File: src/rtl/imm_pkg.sv
package imm_pkg;

  localparam int MAX_DIM    = 8;
  localparam int DATA_WIDTH = 32;
  localparam int IDX_W      = $clog2(MAX_DIM);
  localparam int ADDR_W     = 2 * IDX_W;
  localparam int DIM_W      = 4;
  localparam int CMD_W      = 2;
  localparam int CFG_IDX_W  = 2;
  localparam int STEP_W     = 3;
  localparam int JC_W       = 3;

  // commands
  localparam logic [CMD_W-1:0] CMD_LOAD_A = 2'd0;
  localparam logic [CMD_W-1:0] CMD_LOAD_B = 2'd1;
  localparam logic [CMD_W-1:0] CMD_MUL    = 2'd2;

  // configuration register indexes
  localparam logic [CFG_IDX_W-1:0] REG_ROWS_A = 2'd0;
  localparam logic [CFG_IDX_W-1:0] REG_COLS_A = 2'd1;
  localparam logic [CFG_IDX_W-1:0] REG_ROWS_B = 2'd2;
  localparam logic [CFG_IDX_W-1:0] REG_COLS_B = 2'd3;

  // microprogram steps
  localparam logic [STEP_W-1:0] S_IDLE  = 3'd0;
  localparam logic [STEP_W-1:0] S_CHECK = 3'd1;
  localparam logic [STEP_W-1:0] S_READ  = 3'd2;
  localparam logic [STEP_W-1:0] S_MUL   = 3'd3;
  localparam logic [STEP_W-1:0] S_ACC   = 3'd4;
  localparam logic [STEP_W-1:0] S_EMIT  = 3'd5;
  localparam logic [STEP_W-1:0] S_DONE  = 3'd6;
  localparam logic [STEP_W-1:0] S_ERR   = 3'd7;

  // jump conditions: jump to target when true, else fall through
  localparam logic [JC_W-1:0] J_NEXT    = 3'd0;
  localparam logic [JC_W-1:0] J_ALWAYS  = 3'd1;
  localparam logic [JC_W-1:0] J_NOT_MUL = 3'd2;
  localparam logic [JC_W-1:0] J_DIM_BAD = 3'd3;
  localparam logic [JC_W-1:0] J_K_MORE  = 3'd4;
  localparam logic [JC_W-1:0] J_MORE    = 3'd5;

  typedef struct packed {
    logic in_rdy;
    logic clr;
    logic rd;
    logic mul;
    logic acc;
    logic emit;
    logic err;
  } ops_t;

  typedef struct packed {
    ops_t              ops;
    logic [JC_W-1:0]   jcond;
    logic [STEP_W-1:0] target;
  } ucw_t;

  typedef struct packed {
    ops_t ops;
    logic adv;
  } ctrl_t;

  typedef struct packed {
    logic mul_beat;
    logic dim_bad;
    logic k_more;
    logic more;
    logic slot_free;
  } stat_t;

  function automatic ucw_t ucode(input logic [STEP_W-1:0] pc);
    ucw_t w;
    w = '0;
    case (pc)
      S_IDLE: begin
        w.ops.in_rdy = 1'b1;
        w.jcond      = J_NOT_MUL;
        w.target     = S_IDLE;
      end
      S_CHECK: begin
        w.ops.clr = 1'b1;
        w.jcond   = J_DIM_BAD;
        w.target  = S_ERR;
      end
      S_READ:  w.ops.rd = 1'b1;
      S_MUL:   w.ops.mul = 1'b1;
      S_ACC: begin
        w.ops.acc = 1'b1;
        w.jcond   = J_K_MORE;
        w.target  = S_READ;
      end
      S_EMIT: begin
        w.ops.emit = 1'b1;
        w.jcond    = J_MORE;
        w.target   = S_READ;
      end
      S_DONE: begin
        w.jcond  = J_ALWAYS;
        w.target = S_IDLE;
      end
      S_ERR: begin
        w.ops.err = 1'b1;
        w.jcond   = J_ALWAYS;
        w.target  = S_IDLE;
      end
      default: w = '0;
    endcase
    return w;
  endfunction

  // zero counts as one, anything above MAX_DIM as MAX_DIM; returns size - 1
  function automatic logic [IDX_W-1:0] eff_dim_m1(input logic [DIM_W-1:0] d);
    logic [IDX_W-1:0] r;
    if (d == '0) begin
      r = '0;
    end else if (d > DIM_W'(MAX_DIM)) begin
      r = IDX_W'(MAX_DIM - 1);
    end else begin
      r = IDX_W'(d - 1'b1);
    end
    return r;
  endfunction

endpackage

File: src/rtl/imm_seq.sv
module imm_seq (
  input  logic           clk,
  input  logic           rst_n,
  input  imm_pkg::stat_t stat,
  output imm_pkg::ctrl_t ctrl
);

  logic [imm_pkg::STEP_W-1:0] pc_r;
  logic [imm_pkg::STEP_W-1:0] pc_nxt;
  imm_pkg::ucw_t              cw;
  logic                       hold;
  logic                       take;

  assign cw = imm_pkg::ucode(pc_r);

  // result steps wait for the output slot
  assign hold = (cw.ops.emit || cw.ops.err) && !stat.slot_free;

  always_comb begin
    case (cw.jcond)
      imm_pkg::J_NEXT:    take = 1'b0;
      imm_pkg::J_ALWAYS:  take = 1'b1;
      imm_pkg::J_NOT_MUL: take = !stat.mul_beat;
      imm_pkg::J_DIM_BAD: take = stat.dim_bad;
      imm_pkg::J_K_MORE:  take = stat.k_more;
      imm_pkg::J_MORE:    take = stat.more;
      default:            take = 1'b0;
    endcase
    if (hold) begin
      pc_nxt = pc_r;
    end else if (take) begin
      pc_nxt = cw.target;
    end else begin
      pc_nxt = pc_r + 1'b1;
    end
  end

  always_ff @(posedge clk) begin
    if (!rst_n) begin
      pc_r <= imm_pkg::S_IDLE;
    end else begin
      pc_r <= pc_nxt;
    end
  end

  assign ctrl.ops = cw.ops;
  assign ctrl.adv = !hold;

endmodule

File: config.mk
export PLATFORM = sky130hd
export DESIGN_NAME = imm_seq
export DESIGN_NICKNAME = d
export VERILOG_FILES = /design/src/rtl/imm_pkg.sv /design/src/rtl/imm_seq.sv
export SDC_FILE = /design/constraint.sdc
export NUM_CORES = 1
export LEC_CHECK = 0
export BUFFER_PORTS_ARGS = -buffer_cell sky130_fd_sc_hd__buf_2
export CELL_PAD_IN_SITES_DETAIL_PLACEMENT = 0
export CELL_PAD_IN_SITES_GLOBAL_PLACEMENT = 1
export CORE_AREA = 2 2 39 41
export DETAILED_ROUTE_END_ITERATION = 10
export DIE_AREA = 0 0 41 43
export HOLD_SLACK_MARGIN = 0.03
export PLACE_DENSITY = 0.7
export SKIP_LAST_GASP = 1
export SLEW_MARGIN = 10
export SYNTH_ARGS = -nofsm -noshare
export SYNTH_HDL_FRONTEND = slang
export SYNTH_SLANG_ARGS = --single-unit
export TNS_END_PERCENT = 5
File: constraint.sdc
create_clock -name clk -period 1.6 [get_ports clk]
set_clock_uncertainty 0.1 [all_clocks]
set_input_delay 0.32 -clock clk [delete_from_list [all_inputs] [get_ports clk]]
set_output_delay 0.32 -clock clk [all_outputs]
set_load 0.005 [all_outputs]
**Word level (Yosys, flattened, before mapping)**

Cells that the tools add are included.

- Register bits after elaboration: 3
- Input bits: 7
- Word-level logic and storage cells: 31

- Add/subtract/negate cells: 1
- Equality and inequality tests: 12
- Mux-type cells: 10
- Reductions and logical operators: 7

Operators with widths:

| operator | number |
|---|---|
| case mux 6 bit (5 select lines) | 1 |
| equality test 3 bit (second input constant) | 6 |
| equality test 3 x 2 -> 1 bit (second input constant) | 4 |
| 2-to-1 mux 1 bit | 7 |
| equality test 3 x 1 -> 1 bit (second input constant) | 2 |
| case mux 1 bit (5 select lines) | 1 |
| adder 3 x 1 -> 3 bit (second input constant) | 1 |
| logical NOT 1 bit | 3 |
| logical NOT 3 bit | 1 |
| 2-to-1 mux 3 bit | 1 |
| OR reduction 2 bit | 1 |
| logical AND 1 bit | 1 |
| logical OR 1 bit | 1 |

**Logic depth before layout (Yosys ltp)**

Gate-level depths: netlist (run 1).

- Depth in word-level cells: 6
- Mapped depth: 6

**Least setup slack after synthesis (run 1)**

No wires, ideal clock.

- Kind: register -> register
- From: register pc_r[1] (netlist bit)
- To: register pc_r[1] (netlist bit)
- Arrival time: 1262 ps
- Setup slack: 104 ps
- Cell stages (with the launch flop): 7
- Clock period less this slack: 1496 ps
- Path through: dfxtp_1 -> inv_1 -> ha_1 -> and2_4 -> o21bai_4 -> and4b_1 -> a311oi_2

RTL lines:

| element | line | text |
|---|---|---|
| from (decl) | imm_seq.sv:8 | `logic [imm_pkg::STEP_W-1:0] pc_r;` |
| from (signal assigned) | imm_seq.sv:40 | `pc_r <= imm_pkg::S_IDLE;` |
| from (signal assigned) | imm_seq.sv:42 | `pc_r <= pc_nxt;` |

==> results of run 1 <==
-- metal layers --
layer / up-vias / share of wire (%) / global-route usage (%)
met3: 0 / 6.9 / 6.28
met2: 11 / 51 / 18.1
li1: 178 / - / -
met4: 0 / 0 / 8.00
met5: - / 0 / 0
met1: 160 / 42 / 12.5
-- cell usage after synthesis --
| library cell | instances |
|---|---|
| o2bb2ai_1 | 1 |
| o31ai_1 | 1 |
| nand3b_1 | 1 |
| and4b_1 | 1 |
| ha_1 | 6 |
| nand2_1 | 1 |
| dfxtp_1 | 3 |
| mux2_1 | 1 |
| and2_2 | 1 |
| and2_4 | 1 |
| nand3_1 | 2 |
| and2b_2 | 2 |
| a21oi_1 | 2 |
| a311oi_2 | 1 |
| o21bai_4 | 1 |
| o21ai_0 | 2 |
| o21ai_2 | 1 |
| o31a_2 | 1 |
| nor2_1 | 2 |
| inv_1 | 5 |
-- critical path, delay by kind of cell (launching register included) --
kind	cells	cell delay [ns]
adder cells (fa/ha/maj)	1	0.20
AND/OR/NAND/NOR	1	0.18
buffers and inverters	2	0.22
flip-flops	1	0.38
-- stage by stage --
stage | util (%) | instances
final | 39.2 | 76
after global routing | 39.2 | 76
after CTS | 38.9 | 76
after detailed placement | 32.8 | 71
after global placement | 32.8 | 71
after floorplan | - | 36
-- final timing paths --
| path | to | cells after the start | startpoint | slack, ns |
|---|---|---|---|---|
| hold reg to reg | pc_r[0] | 2 | pc_r[0] | 0.51 |
| hold / removal | pc_r[2] | 3 | rst_n | 0.24 |
| setup reg to reg | pc_r[1] | 6 | pc_r[0] | 0.04 |
| setup / recovery | ctrl[5] | 4 | pc_r[0] | -0.04 |
-- what timing repair did --
item | in CTS | in global routing
gates resized for setup | 13 | 2
cloned | 0 | 0
hold endpoints to repair | 0 | 0
pin swaps | 1 | 0
setup endpoints to repair | 8 | 6
setup buffers | 1 | 0
-- area by class of cell --
type / count / area, um2
tap: 16 / 20.0
fill: 143 / 841
clock buffer: 4 / 26.3
sequential: 3 / 67.6
timing repair buffer: 20 / 119
multi-input combinational: 28 / 289
inverter: 5 / 21.3
-- report_power, final --
group          total (mW)  switching, mW  internal [mW]
registers           0.183         0.0605          0.122
logic               0.552          0.248          0.304
clock network       0.135         0.0417         0.0936
total               0.870          0.350          0.520
-- kinds of logic (layout without fill, tap and decap cells) --
kind of cell             after synthesis  count (layout)  share of synthesized area [%]
AND/OR/NAND/NOR                       11              11                           22.2
adder cells (fa/ha/maj)                6               6                           23.0
multiplexers                           1               1                           3.45
AO/OA/AOI/OAI                         10              10                           27.2
flip-flops                             3               3                           18.4
buffers and inverters                  5              29                           5.75
==> flow_summary.json, run 1 <==
{
  "drc": 0,
  "grt_max_degree": 8,
  "core-area_um2": 1380,
  "ios": 15,
  "crit_type": "register to output port",
  "rsz0062_at_grt": "yes",
  "ys_top_cells_by_area": "ha_1, dfxtp_1, inv_1",
  "grt_pass1_wl_um": 1390,
  "fin_crit_sh_pct": 102,
  "track_usage_pct": 12.1,
  "firstDrtPassIters": 4,
  "cp.required_ns": 1.18,
  "dieArea_um2": 1760,
  "row_count": 14,
  "layout-drive-gt1-share_pct": 63.3,
  "nets": 74,
  "ir_drop_uv": 603,
  "maxSlewHeadroom_pct": 85.3,
  "ant_nets": 0,
  "yosys.area.top_type": "ha_1",
  "path_max_fanout": 6,
  "cts_tree": "done",
  "layout_common_cells": "buf_2, buf_4, inv_1, ha_4, clkbuf_4",
  "ys_types": 20,
  "power_mw": 0.870,
  "hold_buffers": 0,
  "overflow": 0,
  "dpl.hpwl_um": 640,
  "clkSinkCount": 3,
  "gp_congestion": 0.733,
  "wl_um": 822,
  "antenna_cells": 0,
  "place_ws_ns": -0.0156,
  "numCtsBuffers": 3,
  "pwr_density_cell_nw_per_um2": 1600,
  "largest_reg_flops": 3,
  "antenna_found_initial": 0,
  "worstMarginPinSlew_ns": 0.217,
  "regMostFlops": "pc_r",
  "maxSlewViolCount": 0,
  "cap_violations": 0,
  "drt_iter0_markers": 9,
  "viasPerCell": 4.59,
  "placed_area_um2": 454,
  "synthCells": 36,
  "hold_class": "input pin to register",
  "crit_slowest_cell": "dfxtp_4",
  "clk_path_buf_depth": 2,
  "die_y_um": 43,
  "mostFrequentLayoutCell": "buf_2",
  "syn_nets": 49,
  "cts_max_level": 1,
  "clock_latency_ns": 0.24,
  "max_stage_delay_ns": 0.38,
  "grt_pass1_vias": 352,
  "setup_viol": 3,
  "synth_area_um2": 327,
  "violations": "negative setup slack",
  "initial_core_util_pct": 23.6,
  "end_kind": "output port",
  "synthDominantCellAreaShare_pct": 23.0,
  "syn_to_final_growth_pct": 66.3,
  "fin_tns_setup_ns": -0.0895,
  "syn_avg_cell_area_um2": 9.07,
  "vias": 349,
  "start_kind": "register",
  "largest_registers": "pc_r: 3 flops",
  "post_drt_wl_per_cell_um": 10.8,
  "status": "complete, but fails checks",
  "path_cells": "inv_1 > ha_1 > and2b_2 > buf_2",
  "stdcell_area_um2": 543,
  "cts_root_buf": "clkbuf_4",
  "finalHoldViolCount": 0,
  "post-route-min-period_ns": 1.64,
  "portBuffers": 14,
  "layout_setup_ws_ns": -0.0367,
  "p_leak_nw": 0.248,
  "cp_data_arrival_time_ns": 1.22,
  "max_freq_mhz": 611,
  "ys_ff_latch": 3,
  "seq_area_frac_synth_pct": 18.4,
  "yosys_warnings": 0,
  "die_w_um": 41,
  "cts.clk_slew.worst_paths_ns": 0.04,
  "whs_ns": 0.240
}
(Power assumes the default switching activity.)
==> run 2: changes to the inputs <==
--- a/config.mk
+++ b/config.mk
@@ -12,7 +12,7 @@
 export DETAILED_ROUTE_END_ITERATION = 10
 export DIE_AREA = 0 0 41 43
 export HOLD_SLACK_MARGIN = 0.03
-export PLACE_DENSITY = 0.7
+export PLACE_DENSITY_LB_ADDON = 0.1
 export SKIP_LAST_GASP = 1
 export SLEW_MARGIN = 10
 export SYNTH_ARGS = -nofsm -noshare
==> run 2 against run 1 <==
The flow still finishes with violations (negative setup slack). Global-route usage grew 0.92 points. Critical path depth grew 1. Via count shrank 0.29%. Die area is the same. Critical path type unchanged. Final cell count is the same. Total power grew 4.0%. Non-clock buffer count is the same. Clock power is essentially flat. Sequential cell count is the same.
==> flow_summary.json, run 2 (synthesis results as in run 1) <==
{
  "status": "complete, but fails checks",
  "violations": "negative setup slack",
  "largest_registers": "pc_r: 3 flops",
  "ir_drop_uv": 555,
  "end_kind": "output port",
  "cp.required_ns": 1.18,
  "layout_setup_ws_ns": -0.0617,
  "grt_pass1_wl_um": 1530,
  "ant_nets": 0,
  "netSwitchingFraction_pct": 41.4,
  "cp_data_arrival_time_ns": 1.24,
  "comb_power_share_pct": 62.2,
  "antenna_found_initial": 0,
  "cts.clk_slew.worst_paths_ns": 0.04,
  "placed_area_um2": 454,
  "antenna_cells": 0,
  "clock_power_share_pct": 14.9,
  "viasPerCell": 4.58,
  "cts_max_level": 1,
  "cts_tree": "done",
  "numCtsBuffers": 3,
  "crit_type": "register to output port",
  "grt_pass1_vias": 342,
  "pwr-share-seq_pct": 22.9,
  "hold_class": "input pin to register",
  "overflow": 0,
  "cts_root_buf": "clkbuf_4",
  "whs_ns": 0.249,
  "p_int_mw": 0.530,
  "nets": 74,
  "reg2reg_from": "pc_r[0]",
  "layout_common_cells": "buf_2, buf_4, ha_4, inv_1, clkbuf_4",
  "wl_um": 943,
  "maxSlewViolCount": 0,
  "post-route-min-period_ns": 1.66,
  "syn_to_final_growth_pct": 69.3,
  "power_mw": 0.905,
  "crit_start": "pc_r[1]",
  "core-area_um2": 1380,
  "post_drt_wl_per_cell_um": 12.4,
  "grt_max_degree": 7,
  "path_max_fanout": 4,
  "drc": 0,
  "row_count": 14,
  "clkSinkCount": 3,
  "clock_latency_ns": 0.24,
  "portBuffers": 14,
  "gp_congestion": 0.711,
  "p_leak_nw": 0.248,
  "fin_cells": 76,
  "p_sw_mw": 0.375,
  "placed_cells": 71,
  "setup_viol": 4,
  "layout-drive-gt1-share_pct": 66.7,
  "finalHoldViolCount": 0,
  "pwr_density_cell_nw_per_um2": 1640,
  "dpl.hpwl_um": 697,
  "clk_path_buf_depth": 2,
  "stdcell_area_um2": 553,
  "cap_violations": 0,
  "rsz0062_at_grt": "yes",
  "initial_core_util_pct": 23.6,
  "largest_reg_flops": 3,
  "drt_iter0_markers": 5,
  "die_w_um": 41,
  "start_kind": "register",
  "dieArea_um2": 1760,
  "vias": 348,
  "ios": 15,
  "maxSlewHeadroom_pct": 85.7,
  "fin_crit_sh_pct": 104,
  "die_y_um": 43,
  "hold_buffers": 0,
  "max_freq_mhz": 602,
  "track_usage_pct": 13.1,
  "hp-start": "rst_n",
  "firstDrtPassIters": 2,
  "mostFrequentLayoutCell": "buf_2",
  "worstMarginPinSlew_ns": 0.213,
  "regMostFlops": "pc_r"
}
==> run 2: cell counts in the layout (fill, tap and decap cells not counted) <==
No cell type changed its count.
==> run 2: timing repair <==
| action | in CTS | in global routing |
|---|---|---|
| resized for setup | 15 | 3 |
| endpoints found under the setup margin | 7 | 7 |
| buffers inserted | 1 | 0 |
| pin swaps | 1 | 2 |
==> run 2: cell type report <==
type | count | area [um2]
timing repair buffer | 20 | 115
clock buffer | 4 | 26.3
tap | 16 | 20.0
fill | 154 | 831
inverter | 5 | 23.8
sequential | 3 | 68.8
multi-input combinational | 28 | 299
==> run 2: worst paths after layout <==
kind                            endpoint  slack, ns  cells after the start
worst min-delay path             pc_r[2]       0.25                      3
worst max register to register   pc_r[1]       0.07                      6
worst min register to register   pc_r[0]       0.52                      3
worst max-delay path             ctrl[7]      -0.06                      5
==> run 2: per-layer routing <==
metal | track usage, % | wire length [um] | up-vias
li1 | - | - | 177
met1 | 16.1 | 429 | 159
met2 | 19.4 | 460 | 12
met3 | 4.71 | 53 | 0
met4 | 6.00 | 0 | 0
met5 | 0 | 0 | -
==> run 2: worst max-delay path: stages (launching register included) <==
cell     delay, ns
dfxtp_4       0.38
inv_4         0.05
buf_4         0.14
ha_4          0.15
and2b_2       0.18
buf_2         0.12
==> run 2: metrics by stage <==
step	util (%)	worst slack, ns	setup TNS [ns]
2_1_floorplan	-	0.104	0
3_3_place_gp	32.8	0.0276	0
3_5_place_dp	32.8	0.00870	0
4_1_cts	39.0	-0.0567	-0.138
5_1_grt	40.0	-0.0946	-0.371
6_report	40.0	-0.0617	-0.166
==> run 2: power groups by stage <==
stage / Combinational (mW) / Sequential, mW / Clock (mW)
5_1_grt: 0.617 / 0.216 / 0.149
2_1_floorplan: 0.286 / 0.154 / 0
3_5_place_dp: 0.497 / 0.157 / 0
3_3_place_gp: 0.492 / 0.157 / 0
6_report: 0.563 / 0.208 / 0.135
4_1_cts: 0.558 / 0.189 / 0.139
